===== config.mk =====
export PLATFORM = sky130hd
export DESIGN_NAME = periodic_timer_catch_up_backoff
export DESIGN_NICKNAME = d
export VERILOG_FILES = /design/src/rtl/ptcb_pkg.sv /design/src/rtl/periodic_timer_catch_up_backoff.sv
export VERILOG_INCLUDE_DIRS = /design/src /design/src/rtl
export SDC_FILE = /design/constraint.sdc
export NUM_CORES = 1
export LEC_CHECK = 0
export BUFFER_PORTS_ARGS = -buffer_cell sky130_fd_sc_hd__buf_2
export CAP_MARGIN = 20
export CORE_MARGIN = 2
export CORE_UTILIZATION = 39
export DETAILED_ROUTE_END_ITERATION = 7
export HOLD_SLACK_MARGIN = 0.05
export PLACE_DENSITY_LB_ADDON = 0.25
export SYNTH_ARGS = -nofsm -noshare
export SYNTH_HDL_FRONTEND = slang
export SYNTH_SLANG_ARGS = --single-unit

===== constraint.sdc =====
create_clock -name aclk -period 6.8 [get_ports aclk]
set_clock_uncertainty 0.1 [all_clocks]
set_input_delay 0.68 -clock aclk [delete_from_list [all_inputs] [get_ports aclk]]
set_output_delay 0.68 -clock aclk [all_outputs]
set_load 0.005 [all_outputs]

===== src/rtl/periodic_timer_catch_up_backoff_macros.svh =====
// ----------------------------------------------------------------------------
// Assertion macros for the periodic timer with catch-up and backoff
// Concurrent checks that are compiled out when ASSERT_OFF is defined.
// ----------------------------------------------------------------------------
`ifndef PERIODIC_TIMER_CATCH_UP_BACKOFF_MACROS_SVH
`define PERIODIC_TIMER_CATCH_UP_BACKOFF_MACROS_SVH

`ifndef ASSERT_OFF

// Check that an antecedent implies a consequent in the same cycle
`define PTCB_ASSERT_SAME(label, ante, cons, msg) \
    label: assert property (@(posedge aclk) disable iff (!aresetn) (ante) |-> (cons)) \
        else $error(msg);

// Check that an antecedent implies a consequent in the next cycle
`define PTCB_ASSERT_NEXT(label, ante, cons, msg) \
    label: assert property (@(posedge aclk) disable iff (!aresetn) (ante) |=> (cons)) \
        else $error(msg);

`else

`define PTCB_ASSERT_SAME(label, ante, cons, msg)
`define PTCB_ASSERT_NEXT(label, ante, cons, msg)

`endif

`endif


===== src/rtl/ptcb_pkg.sv =====
// ----------------------------------------------------------------------------
// ptcb_pkg
// Types and constants of the periodic timer with catch-up and backoff.
// ----------------------------------------------------------------------------
package ptcb_pkg;

    // Field widths
    localparam int TIME_W     = 48;
    localparam int PERIOD_W   = 32;
    localparam int INTERVAL_W = 35;
    localparam int OUT_IVL_W  = 34;
    localparam int INDEX_W    = 4;
    localparam int CFG_IDX_W  = 4;

    // Fires allowed from one tick before the reference snaps to the stamp
    localparam int MAX_CATCH_UP = 10;

    // Reset value of the period and of the working interval
    localparam logic [PERIOD_W-1:0] PERIOD_RESET = PERIOD_W'(1000);

    // Operation codes
    typedef enum logic [1:0] {
        OP_TICK    = 2'd0,
        OP_START   = 2'd1,
        OP_STOP    = 2'd2,
        OP_RESTART = 2'd3
    } op_t;

    // Configuration register indexes
    localparam logic [CFG_IDX_W-1:0] CFG_PERIOD      = CFG_IDX_W'(0);
    localparam logic [CFG_IDX_W-1:0] CFG_SINGLE_SHOT = CFG_IDX_W'(1);

    // Input request
    typedef struct packed {
        op_t               op;
        logic [TIME_W-1:0] now;
    } in_t;

    // Result item
    typedef struct packed {
        logic [INDEX_W-1:0]   fire_index;
        logic                 last_of_run;
        logic [OUT_IVL_W-1:0] working_interval;
        logic                 running;
    } out_t;

endpackage


===== src/rtl/periodic_timer_catch_up_backoff.sv =====
// ----------------------------------------------------------------------------
// periodic_timer_catch_up_backoff
// Periodic or one-shot timer fed by time stamps, with catch-up and backoff.
// ----------------------------------------------------------------------------
// Start, stop and restart requests are done in the idle state. A tick on a
// running timer goes through a setup step and a check step, then one fire step
// per fire (up to ten), plus a final step to write back the reference time
// when a periodic run ends short of the catch-up limit; a tick that causes no
// fire returns from its accept, setup or check step. Every step goes through
// one shared 48-bit subtract unit and one comparator under a small sequencer,
// so the block takes no new request until the current one is done. Fires stall
// while the result register is full and not taken. Configuration writes are
// always taken. There is no clearing pass after reset.

`include "periodic_timer_catch_up_backoff_macros.svh"

module periodic_timer_catch_up_backoff (
    input  logic                                  aclk,
    input  logic                                  aresetn,
    // Input requests
    input  logic                                  s_valid,
    output logic                                  s_ready,
    input  ptcb_pkg::in_t                         s_data,
    // Fire results
    output logic                                  m_valid,
    input  logic                                  m_ready,
    output ptcb_pkg::out_t                        m_data,
    // Configuration writes
    input  logic                                  cfg_valid,
    output logic                                  cfg_ready,
    input  logic [ptcb_pkg::CFG_IDX_W-1:0]        cfg_index,
    input  logic [ptcb_pkg::PERIOD_W-1:0]         cfg_data
);

    typedef enum logic [4:0] {
        ST_IDLE  = 5'b00001,
        ST_SETUP = 5'b00010,
        ST_CHECK = 5'b00100,
        ST_FIRE  = 5'b01000,
        ST_FINAL = 5'b10000
    } state_t;

    localparam int TW = ptcb_pkg::TIME_W;
    localparam int IW = ptcb_pkg::INTERVAL_W;
    localparam int PW = ptcb_pkg::PERIOD_W;
    localparam int XW = ptcb_pkg::INDEX_W;
    localparam logic [XW-1:0] LAST_INDEX = XW'(ptcb_pkg::MAX_CATCH_UP - 1);

    // Configuration and timer state
    logic [PW-1:0]  period_reg, period_next;
    logic           single_shot_reg, single_shot_next;
    logic [TW-1:0]  ref_reg, ref_next;
    logic [IW-1:0]  ivl_reg, ivl_next;
    logic           running_reg, running_next;

    // Sequencer and working registers
    state_t         state_reg, state_next;
    logic [TW-1:0]  now_reg, now_next;
    logic [TW-1:0]  rem_reg, rem_next;
    logic [XW-1:0]  count_reg, count_next;
    logic           backoff_reg, backoff_next;

    // Result register
    logic           m_valid_reg, m_valid_next;
    ptcb_pkg::out_t m_data_reg, m_data_next;

    // Shared subtract unit and comparator
    logic [TW-1:0]  sub_a, sub_b;
    logic [TW:0]    sub_diff;
    logic [TW-1:0]  cmp_a, cmp_b;
    logic           cmp_ge;

    logic           s_fire;
    logic           out_free;

    assign s_ready   = (state_reg == ST_IDLE);
    assign cfg_ready = 1'b1;
    assign m_valid   = m_valid_reg;
    assign m_data    = m_data_reg;
    assign s_fire    = s_valid && s_ready;
    assign out_free  = !m_valid_reg || m_ready;

    // Pick operands of the shared unit by step
    always_comb begin
        sub_a = rem_reg;
        sub_b = TW'(ivl_reg);
        cmp_a = rem_reg;
        cmp_b = TW'(ivl_reg);
        unique case (state_reg)
            ST_SETUP: begin
                sub_a = now_reg;
                sub_b = ref_reg;
            end
            ST_CHECK: begin
                cmp_b = TW'(ivl_reg);
            end
            ST_FIRE: begin
                // rem - ivl >= ivl is the same as rem >= 2 * ivl
                cmp_b = TW'({ivl_reg, 1'b0});
            end
            ST_FINAL: begin
                sub_a = now_reg;
                sub_b = rem_reg;
            end
            default: begin
                sub_a = rem_reg;
            end
        endcase
    end

    assign sub_diff = {1'b0, sub_a} - {1'b0, sub_b};
    assign cmp_ge   = (cmp_a >= cmp_b);

    // Sequence requests, fires and configuration writes
    always_comb begin
        period_next      = period_reg;
        single_shot_next = single_shot_reg;
        ref_next         = ref_reg;
        ivl_next         = ivl_reg;
        running_next     = running_reg;
        state_next       = state_reg;
        now_next         = now_reg;
        rem_next         = rem_reg;
        count_next       = count_reg;
        backoff_next     = backoff_reg;
        m_valid_next     = m_valid_reg;
        m_data_next      = m_data_reg;

        // Drop the result once taken
        if (m_valid_reg && m_ready) begin
            m_valid_next = 1'b0;
        end

        // Write configuration; a zero period is ignored
        if (cfg_valid && cfg_ready) begin
            if (cfg_index == ptcb_pkg::CFG_PERIOD) begin
                if (cfg_data != '0) begin
                    period_next = cfg_data;
                end
            end else if (cfg_index == ptcb_pkg::CFG_SINGLE_SHOT) begin
                single_shot_next = cfg_data[0];
            end
        end

        unique case (state_reg)
            ST_IDLE: begin
                if (s_fire) begin
                    now_next = s_data.now;
                    unique case (s_data.op)
                        ptcb_pkg::OP_TICK: begin
                            if (running_reg) begin
                                state_next = ST_SETUP;
                            end
                        end
                        ptcb_pkg::OP_START: begin
                            if (!running_reg) begin
                                ivl_next     = IW'(period_reg);
                                ref_next     = s_data.now;
                                running_next = 1'b1;
                            end
                        end
                        ptcb_pkg::OP_STOP: begin
                            running_next = 1'b0;
                        end
                        ptcb_pkg::OP_RESTART: begin
                            ivl_next     = IW'(period_reg);
                            ref_next     = s_data.now;
                            running_next = 1'b1;
                        end
                        default: begin
                            running_next = running_reg;
                        end
                    endcase
                end
            end

            ST_SETUP: begin
                // Form elapsed time; a stamp before the reference ends the tick
                rem_next     = sub_diff[TW-1:0];
                count_next   = '0;
                backoff_next = (ivl_reg < {1'b0, period_reg, 2'b00});
                state_next   = sub_diff[TW] ? ST_IDLE : ST_CHECK;
            end

            ST_CHECK: begin
                state_next = cmp_ge ? ST_FIRE : ST_IDLE;
            end

            ST_FIRE: begin
                if (out_free) begin
                    m_valid_next            = 1'b1;
                    m_data_next.fire_index  = count_reg;
                    if (single_shot_reg) begin
                        // One-shot: stop and keep the reference
                        running_next                 = 1'b0;
                        m_data_next.last_of_run      = 1'b1;
                        m_data_next.working_interval = ivl_reg[ptcb_pkg::OUT_IVL_W-1:0];
                        m_data_next.running          = 1'b0;
                        state_next                   = ST_IDLE;
                    end else if (count_reg == LAST_INDEX) begin
                        // Catch-up limit: snap to the stamp, back off the interval
                        ref_next = now_reg;
                        if (backoff_reg) begin
                            ivl_next = {ivl_reg[IW-2:0], 1'b0};
                        end
                        m_data_next.last_of_run      = 1'b1;
                        m_data_next.working_interval =
                            ivl_next[ptcb_pkg::OUT_IVL_W-1:0];
                        m_data_next.running          = running_reg;
                        state_next                   = ST_IDLE;
                    end else begin
                        // Advance by one interval
                        rem_next                     = sub_diff[TW-1:0];
                        count_next                   = count_reg + XW'(1);
                        m_data_next.last_of_run      = !cmp_ge;
                        m_data_next.working_interval = ivl_reg[ptcb_pkg::OUT_IVL_W-1:0];
                        m_data_next.running          = running_reg;
                        state_next                   = cmp_ge ? ST_FIRE : ST_FINAL;
                    end
                end
            end

            ST_FINAL: begin
                // Reference moves to the stamp less what is left over
                ref_next   = sub_diff[TW-1:0];
                state_next = ST_IDLE;
            end

            default: begin
                state_next = ST_IDLE;
            end
        endcase
    end

    // Hold control and timer state
    always_ff @(posedge aclk) begin
        if (!aresetn) begin
            period_reg      <= ptcb_pkg::PERIOD_RESET;
            single_shot_reg <= 1'b0;
            ref_reg         <= '0;
            ivl_reg         <= IW'(ptcb_pkg::PERIOD_RESET);
            running_reg     <= 1'b0;
            state_reg       <= ST_IDLE;
            m_valid_reg     <= 1'b0;
        end else begin
            period_reg      <= period_next;
            single_shot_reg <= single_shot_next;
            ref_reg         <= ref_next;
            ivl_reg         <= ivl_next;
            running_reg     <= running_next;
            state_reg       <= state_next;
            m_valid_reg     <= m_valid_next;
        end
    end

    // Hold working values and the result payload
    always_ff @(posedge aclk) begin
        now_reg     <= now_next;
        rem_reg     <= rem_next;
        count_reg   <= count_next;
        backoff_reg <= backoff_next;
        m_data_reg  <= m_data_next;
    end

    // Checks
    `PTCB_ASSERT_SAME(a_result_from_fire, !m_valid_reg && m_valid_next, state_reg == ST_FIRE, "result raised outside a fire step")
    `PTCB_ASSERT_SAME(a_fire_has_interval, state_reg == ST_FIRE, rem_reg >= TW'(ivl_reg), "fire step without a whole interval left")
    `PTCB_ASSERT_SAME(a_index_in_range, m_valid_reg, m_data_reg.fire_index <= LAST_INDEX, "fire index beyond catch-up limit")
    `PTCB_ASSERT_NEXT(a_single_shot_stops, state_reg == ST_FIRE && out_free && single_shot_reg, !running_reg && state_reg == ST_IDLE, "one-shot fire left timer running")

endmodule


==> out/qor.txt, run 1 <==
Synth top area share = 26.1%
Hold Vio Cnt, Final = 0
setup tns final = 0 ps
Hold Crit Depth = 1
core box area = 0.0409 mm²
Final nets = 2,006
Synth warnings = 0
critical path's slowest cell = buf_4
Syn Nets = 1,942
setup slack, reg-to-reg = 1620 ps
Post-synth EDFFs = 141
register clock-pin slew on the reported worst setup and hold paths = 60 ps
Area growth syn-to-layout = 13.5%
HP Class = in -> reg
Cells after Synth = 1,733
commonest cells after routing, fill and taps aside = 175 x a21oi_1, 154 x o21ai_0, 141 x edfxtp_1, 139 x nor2_1, 132 x buf_2
Power Density = 220 mW/mm²
final hold slack = 192 ps
1st-iter DRT viols = 1,344
Hold Buf Count CTS = 0
# DRC = 0
routed len/inst = 20.9 µm
via/cell ratio = 5.92
RR Startpoint = state_reg[1]
clk_lat worst skew = 580 ps
Filler cells = 3,963
Die Area = 0.0432 mm²
FFs w/ async S/R, synth = 0%
area taken by multi-input logic gates = 0.00881 mm²
Syn Std Cell Area = 0.0162 mm²
CTS max path bufs = 3
crit path kind = reg -> reg
largest net degree at the start of global routing = 83
Max Freq = 193 MHz
CTS tree = yes
Main synth FF type = edfxtp_1
post-CTS setup buffers = 0
reg-to-reg endpoint = ref_reg[44]
Leak = 0.00737 µW
num ports = 134
FF+latch count, synth = 264
DP Worst Slack = 1720 ps
CP bufs+invs = 1
Hold Startpoint = s_data[10]
most common cell after layout, fill and taps aside = a21oi_1
ANT nets after route = 0
cell taking the most area after synthesis = edfxtp_1
Resize count post-CTS = 0
Site Rows = 74
Avg Inst Size Synth = 9.35 µm²
CP Launch Type = register
library cells used by synthesis = 81
sequential area share after synthesis = 41.3%
crit-path cells = or3_1 -> nor3b_2 -> buf_4 -> a22o_1 -> a21oi_1 -> ha_1 -> nand4_1 -> nor2_1 -> a2111oi_0 -> a21oi_1 -> nor3_2 -> o41ai_2 -> xor2_1 -> a222oi_1 -> a21oi_1
DIE WIDTH = 208 µm
RSZ-0062 raised after global routing = false
Largest stage delay, worst path = 650 ps
Slew Viols, Final = 0
crit path capture type = register
Top delay family on crit path = compound AO/OA/AOI/OAI gates
Max Cap Viol = 0
port buffer count = 132
synth top area cells = edfxtp_1 26%, dfxtp_1 15%, ha_1 9.0%
status = completed
die height = 208 µm
Root Buffer = clkbuf_16
Worst Hold Path EP = now_reg[10]
CTS Buf Count = 29
Detail Placement HPWL = 34.1 mm
CTS sink count = 264
FF/Latch Area = 0.00670 mm²
final worst setup slack = 1620 ps
grt ovf = 0
Final min period = 5180 ps
Max VDD drop = 0.184 mV
critical path peak fanout = 64
CP required = 7120 ps
Slew headroom = 30.2%
initial antenna violation count = 0
Ant. Diodes = 0
first-pass GRT wire length = 76.6 mm
vias in the first global route = 13,500
worst-margin pin slew = 1040 ps
worst reg-to-reg path cell count = 15
count of final setup violators = 0
Starting Density = 39.6%
H-Tree Depth = 1
via count = 13,900
cell with the most instances on the worst path = a21oi_1
first drt pass iteration count = 6
Critical Path AT = 5500 ps
final WL = 49.0 mm
GPL Wtd Cong = 0.894
ratio of final minimum period to clock period = 76.2%
Total GRT Usage = 22.0%
layout cells sized above 1 = 15.5%
-- metrics by stage --
| step | instances | util, % | cell area, µm² | total power, µW |
|---|---|---|---|---|
| after detailed placement | 2298 | 42.3 | 17300 | 2290 |
| after global placement | 2297 | 42.3 | 17300 | 2280 |
| after global routing | 2352 | 45.0 | 18400 | 4210 |
| after CTS | 2352 | 45.0 | 18400 | 4080 |
| after floorplan | 1733 | - | 16200 | 2130 |
| final | 2352 | 45.0 | 18400 | 4050 |
-- cell families after synthesis --
logic type	Yosys count	share of synthesized area, %
compound gates	589	23.3
simple gates	400	11.3
flops	264	41.3
buf+inv	201	4.86
fa+ha+maj	118	9.16
mux	113	7.36
xor+xnor	47	2.59
other cells	1	0.0231
-- cell usage after synthesis (all sizes together), types with 10 or more instances --
master and count:
inv 82, a211oi 11, a21oi 176, xnor2 26, o21a 11, a22o 34
nand2b 10, a222oi 29, a31oi 38, a21o 18, nand2 123, a221oi 14
a22oi 22, xor2 21, o21ai 168, mux2 49, nand3 19, nor4 17
mux2i 64, clkbuf 96, nand4 32, nor2b 13, ha 117, edfxtp 141
dfxtp 123, buf 23, nor3 13, nor2 142
-- cell type report --
type | count | area share [%]
Clock buffer | 36 | 4.42
Multi-Input combinational cell | 1268 | 47.9
Sequential cell | 264 | 36.4
Tap cell | 532 | 3.62
Clock inverter | 18 | 1.46
Timing Repair Buffer | 152 | 4.54
Inverter | 82 | 1.67
-- worst max-delay path by stage --
stage                 startpoint           to  slack [ps]  cells past startpoint
global route        state_reg[1]  ref_reg[44]        1360                     15
global placement    state_reg[1]  ref_reg[42]        1770                     17
detailed placement  state_reg[2]  ref_reg[42]        1720                     17
floorplan           state_reg[4]     cmp_a[0]         990                      7
finish              state_reg[1]  ref_reg[44]        1620                     15
CTS                 state_reg[1]  ref_reg[42]        1660                     17
-- layer usage --
layer	global-route usage [%]	vias to the layer above	share of wire (%)	wire length, µm
met3	2.98	69	7.1	3490
met2	35.1	503	45	21900
met1	31.3	6709	46	22500
met4	5.94	0	2.3	1120
li1	-	6639	-	-
met5	0	-	0	0
-- power breakdown --
| group | switching [µW] | internal, µW | total, µW |
|---|---|---|---|
| Combinational | 282 | 170 | 452 |
| Clock | 679 | 1110 | 1790 |
| Sequential | 62.8 | 1750 | 1810 |
| Total | 1020 | 3030 | 4050 |
Power figures use the tool's default switching activity.
==> inputs of run 2 (changes only) <==
- clock period: 6.8 -> 5.3 ns (I/O delays scaled with it)
==> run 2 against run 1 <==
  * Register-to-register slack worse by 1100 ps
  * Final area up 1.9%
  * Total power up 25%
  * Critical path depth unchanged
  * Setup slack worse by 1100 ps
  * Clock power up 19%
  * Wire length up 3.2%
  * Sequential share of layout area down 0.69 points
  * Core utilization up 0.86 points
  * Critical endpoint unchanged
==> out/qor.txt, run 2 (synthesis gave the netlist of run 1 again) <==
CTS Buf Count = 31 (+6.9%)
HP Class = in -> reg
Root Buffer = clkbuf_16
Site Rows = 74 (unchanged)
routed len/inst = 21.1 µm (+1.1%)
initial antenna violation count = 0 (unchanged)
Leak = 0.00753 µW (+2.2%)
Area growth syn-to-layout = 15.7%
crit path capture type = register
Starting Density = 39.6% (unchanged)
CTS sink count = 264 (unchanged)
via/cell ratio = 5.84 (-1.3%)
CP startpoint = state_reg[1]
Slew Viols, Final = 0 (unchanged)
grt ovf = 0 (unchanged)
crit path kind = reg -> reg
first-pass GRT wire length = 78.5 mm (+2.4%)
final WL = 50.6 mm (+3.2%)
CP Launch Type = register
port buffer count = 132 (unchanged)
Max Freq = 209 MHz (+8.0%)
most common cell after layout, fill and taps aside = a21oi_1
RR Startpoint = state_reg[1]
num ports = 134 (unchanged)
DIE WIDTH = 208 µm (unchanged)
layout cells sized above 1 = 15.9% (+0.30 points)
Hold Vio Cnt, Final = 0 (unchanged)
GPL Wtd Cong = 0.911 (+1.9%)
# DRC = 0 (unchanged)
CTS tree = yes
RSZ-0062 raised after global routing = false
largest net degree at the start of global routing = 80 (-3.6%)
Slew headroom = 38.0% (+7.8 points)
register clock-pin slew on the reported worst setup and hold paths = 60 ps (about the same)
Detail Placement HPWL = 35.6 mm (+4.4%)
Critical Path AT = 5110 ps (-390 ps)
ratio of final minimum period to clock period = 90.5% (+14 points)
Ant. Diodes = 0 (unchanged)
die height = 208 µm (unchanged)
vias in the first global route = 13,600 (+0.67%)
Final nets = 2,051 (+2.2%)
count of final setup violators = 0 (unchanged)
Max Cap Viol = 0 (unchanged)
1st-iter DRT viols = 1,324 (-1.5%)
setup tns final = 0 ps (unchanged)
Die Area = 0.0432 mm² (unchanged)
first drt pass iteration count = 6 (unchanged)
Power Total = 5060 µW (+25%)
CP required = 5620 ps (-1500 ps)
commonest cells after routing, fill and taps aside = 175 x a21oi_1, 154 x o21ai_0, 141 x edfxtp_1, 139 x nor2_1, 132 x buf_2
clk_lat worst skew = 590 ps (about the same)
Total GRT Usage = 22.7% (+0.72 points)
Hold Startpoint = s_data[38]
worst-margin pin slew = 930 ps (-114 ps)
via count = 14,000 (+0.72%)
Max VDD drop = 0.286 mV (+56%)
status = completed
Final min period = 4790 ps (-385 ps)
critical path peak fanout = 32 (-50%)
post-CTS setup buffers = 0 (unchanged)
H-Tree Depth = 1 (unchanged)
Power Density = 270 mW/mm² (+22%)
CTS max path bufs = 3 (unchanged)
ANT nets after route = 0 (unchanged)
core box area = 0.0409 mm² (unchanged)
-- run 2: cell types whose count changed in the layout (fill, tap and decap cells not counted) --
cell,previous run,this run
buf_12,2,4
buf_4,18,30
bufinv_16,7,1
clkbuf_1,2,9
clkbuf_16,30,32
clkbuf_8,4,7
clkinv_1,3,1
clkinv_2,6,5
clkinv_4,0,1
clkinvlp_4,0,1
dlygate4sd3_1,0,29
inv_6,2,1
-- run 2: stage by stage --
stage / utilization, % / std cells / hold slack (ps) / instance area [µm²] / setup WS (ps)
4_1_cts: 45.7 / 2397 / 51.0 / 18700 / 519
3_3_place_gp: 42.5 / 2310 / 356 / 17400 / 692
5_1_grt: 45.8 / 2399 / 58.5 / 18800 / 109
6_report: 45.8 / 2399 / 63.5 / 18800 / 505
3_5_place_dp: 42.5 / 2310 / 364 / 17400 / 563
2_1_floorplan: - / 1733 / 345 / 16200 / 891
-- run 2: critical path, stage by stage (launching register included) --
cell       delay (ps)
dfxtp_1           350
or3_1             430
nor3b_2           450
buf_4             480
a22o_1            210
a21oi_1            40
ha_1              390
a21oi_1           240
o21ai_1           120
a2111oi_0         400
a21oi_1           150
nor3_2            460
o41ai_2           170
xor2_1            180
a222oi_1          330
a21oi_1           110
-- run 2: cell type report --
| class | instances | area [µm²] |
|---|---|---|
| clock buffers | 48 | 931 |
| clock inverters | 10 | 83.8 |
| fillers | 3935 | 22200 |
| inverters | 82 | 308 |
| multi-input cells | 1268 | 8810 |
| flip-flops and latches | 264 | 6700 |
| well taps | 532 | 666 |
| repair buffers | 195 | 1260 |
-- run 2: path summary, 6_finish.rpt --
path,to,slack (ps),depth (start not counted)
worst max-delay path,ref_reg[44],510,15
worst min-delay path,now_reg[38],60,1
worst max register to register,ref_reg[44],510,15
worst min register to register,running_reg,370,2
-- run 2: repair_timing --
item,4_1_cts,5_1_grt
gates resized for setup,0,0
hold buffers,29,0
endpoints found under the hold margin,29,0
-- run 2: layer usage --
metal	GRT usage [%]	up-vias	share of wire [%]	wire length, µm
met5	0	-	0	0
met4	7.02	0	2.7	1340
met3	3.09	78	6.0	3060
met2	35.8	482	44	22400
met1	32.2	6725	47	23700
li1	-	6735	-	-
-- run 2: report_power, final --
part | switching (µW) | internal, µW
clock network | 877 | 1250
registers | 82.0 | 2250
logic | 368 | 237
total | 1330 | 3730
==> inputs of run 3 (changes only) <==
- CTS_BUF_LIST: default -> sky130_fd_sc_hd__clkbuf_2 sky130_fd_sc_hd__clkbuf_4 sky130_fd_sc_hd__clkbuf_8
==> run 3 against run 2 <==
  * Global-route usage rose by 0.54 points
  * Die area did not move
  * Critical path depth is the same
  * Combinational power up 4.5%
  * Non-clock buffer count up 47
==> out/qor.txt, run 3 (synthesis gave the netlist of run 1 again) <==
Site Rows = 74 (unchanged)
layout cells sized above 1 = 17.0% (+1.2 points)
ANT nets after route = 0 (unchanged)
vias in the first global route = 14,000 (+2.8%)
Leak = 0.00774 µW (+2.7%)
Max VDD drop = 0.127 mV (-56%)
Detail Placement HPWL = 35.6 mm (unchanged)
core box area = 0.0409 mm² (unchanged)
Resize count post-CTS = 0 (unchanged)
num ports = 134 (unchanged)
via count = 14,400 (+2.4%)
setup tns final = 0 ps (unchanged)
routed len/inst = 20.7 µm (-1.8%)
crit path capture type = register
CP Launch Type = register
1st-iter DRT viols = 1,259 (-4.9%)
grt ovf = 0 (unchanged)
combinational power share = 12.9% (+0.9 points)
CTS Buf Count = 47 (+52%)
Critical Path AT = 5160 ps (+50 ps)
critical path peak fanout = 32 (unchanged)
crit path kind = reg -> reg
Hold Startpoint = cfg_data[30]
first drt pass iteration count = 6 (unchanged)
Hold Vio Cnt, Final = 0 (unchanged)
switch share = 28.2% (+1.9 points)
# DRC = 0 (unchanged)
first-pass GRT wire length = 80.0 mm (+1.9%)
Power Density = 256 mW/mm² (-5.2%)
Slew Viols, Final = 0 (unchanged)
Hold Buf Count CTS = 76 (+160%)
Total GRT Usage = 23.3% (+0.54 points)
Slew headroom = 36.9% (-1.1 points)
final WL = 51.3 mm (+1.3%)
Hold Crit Depth = 3 (+2)
reg-to-reg endpoint = ref_reg[39]
ratio of final minimum period to clock period = 90.2% (-0.30 points)
sequential share of power = 47.5% (+1.5 points)
CP required = 5680 ps (+60 ps)
Clk pwr share = 39.6% (-2.4 points)
area taken by multi-input logic gates = 0.00881 mm² (unchanged)
most common cell after layout, fill and taps aside = a21oi_1
initial antenna violation count = 0 (unchanged)
Max Cap Viol = 0 (unchanged)
Max Freq = 209 MHz (+0.33%)
Filler cells = 3,889 (-1.2%)
setup slack, reg-to-reg = 520 ps (+20 ps)
via/cell ratio = 5.80 (-0.83%)
Psw = 1380 µW (+4.0%)
status = completed
CTS max path bufs = 3 (unchanged)
Die Area = 0.0432 mm² (unchanged)
GPL Wtd Cong = 0.911 (unchanged)
Internal Power = 3520 µW (-5.7%)
H-Tree Depth = 2 (+1)
Final min period = 4780 ps (-15.7 ps)
FF/Latch Area = 0.00670 mm² (unchanged)
CTS sink count = 264 (unchanged)
worst-margin pin slew = 947 ps (+17.0 ps)
CTS tree = yes
post-CTS setup buffers = 0 (unchanged)
clk_lat worst skew = 640 ps (+50 ps)
Power Total = 4900 µW (-3.1%)
DIE WIDTH = 208 µm (unchanged)
Root Buffer = clkbuf_8
Worst Hold Path EP = period_reg[30]
port buffer count = 132 (unchanged)
HP Class = in -> reg
Ant. Diodes = 0 (unchanged)
register clock-pin slew on the reported worst setup and hold paths = 60 ps (about the same)
Area growth syn-to-layout = 18.2%
worst reg-to-reg path cell count = 15 (unchanged)
RSZ-0062 raised after global routing = false
Final nets = 2,114 (+3.1%)
Starting Density = 39.6% (unchanged)
RR Startpoint = state_reg[1]
count of final setup violators = 0 (unchanged)
largest net degree at the start of global routing = 80 (unchanged)
die height = 208 µm (unchanged)
commonest cells after routing, fill and taps aside = 175 x a21oi_1, 154 x o21ai_0, 141 x edfxtp_1, 139 x nor2_1, 132 x buf_2
## run 3: critical path, stage by stage (launching register included)
cell and delay, ps:
dfxtp_1 350, or3_1 440, nor3b_2 450, buf_4 480, a22o_1 220, a21oi_1 40, ha_1 430, and3_1 280
nand4_1 180, nor4_1 380, a22oi_2 120, nand3_1 200, a41oi_2 280, xnor2_1 230, a222oi_1 330, a21oi_1 100
## run 3: how the worst max path moves through the flow
stage	startpoint	slack [ps]	to	depth (start not counted)
3_3_place_gp	state_reg[1]	690	ref_reg[44]	15
2_1_floorplan	state_reg[4]	890	cmp_a[0]	7
3_5_place_dp	state_reg[1]	560	cmp_a[47]	15
6_report	state_reg[1]	520	ref_reg[39]	15
4_1_cts	state_reg[1]	500	ref_reg[39]	15
5_1_grt	state_reg[1]	110	cmp_a[47]	15
## run 3: area by class of cell
| cell class | count | share of cell area (%) |
|---|---|---|
| multi-input cells | 1268 | 46.0 |
| flip-flops and latches | 264 | 35.0 |
| repair buffers | 242 | 9.02 |
| clock buffers | 62 | 4.03 |
| well taps | 532 | 3.48 |
| inverters | 82 | 1.61 |
| clock inverters | 26 | 0.889 |
## run 3: power by group through the flow
stage / combinational (µW) / clock (µW) / sequential, µW
2_1_floorplan: 395 / 0 / 2330
3_3_place_gp: 575 / 0 / 2370
3_5_place_dp: 584 / 0 / 2370
4_1_cts: 630 / 1990 / 2330
5_1_grt: 704 / 2090 / 2340
6_report: 632 / 1940 / 2330
## run 3: routing by layer
metal / track usage, % / vias up / routed length (µm)
li1: - / 6862 / -
met4: 7.21 / 0 / 1300
met1: 32.6 / 6947 / 23900
met2: 36.7 / 464 / 23000
met3: 3.87 / 77 / 3010
met5: 0 / - / 0
## run 3: metrics by stage
step	instances	util [%]	cell area, µm²	hold slack (ps)	worst slack [ps]
detailed placement	2310	42.5	17400	364	563
finish	2476	46.8	19100	82.2	521
global placement	2310	42.5	17400	356	692
CTS	2474	46.7	19100	50.6	503
floorplan	1733	-	16200	345	891
global route	2476	46.8	19100	77.6	110
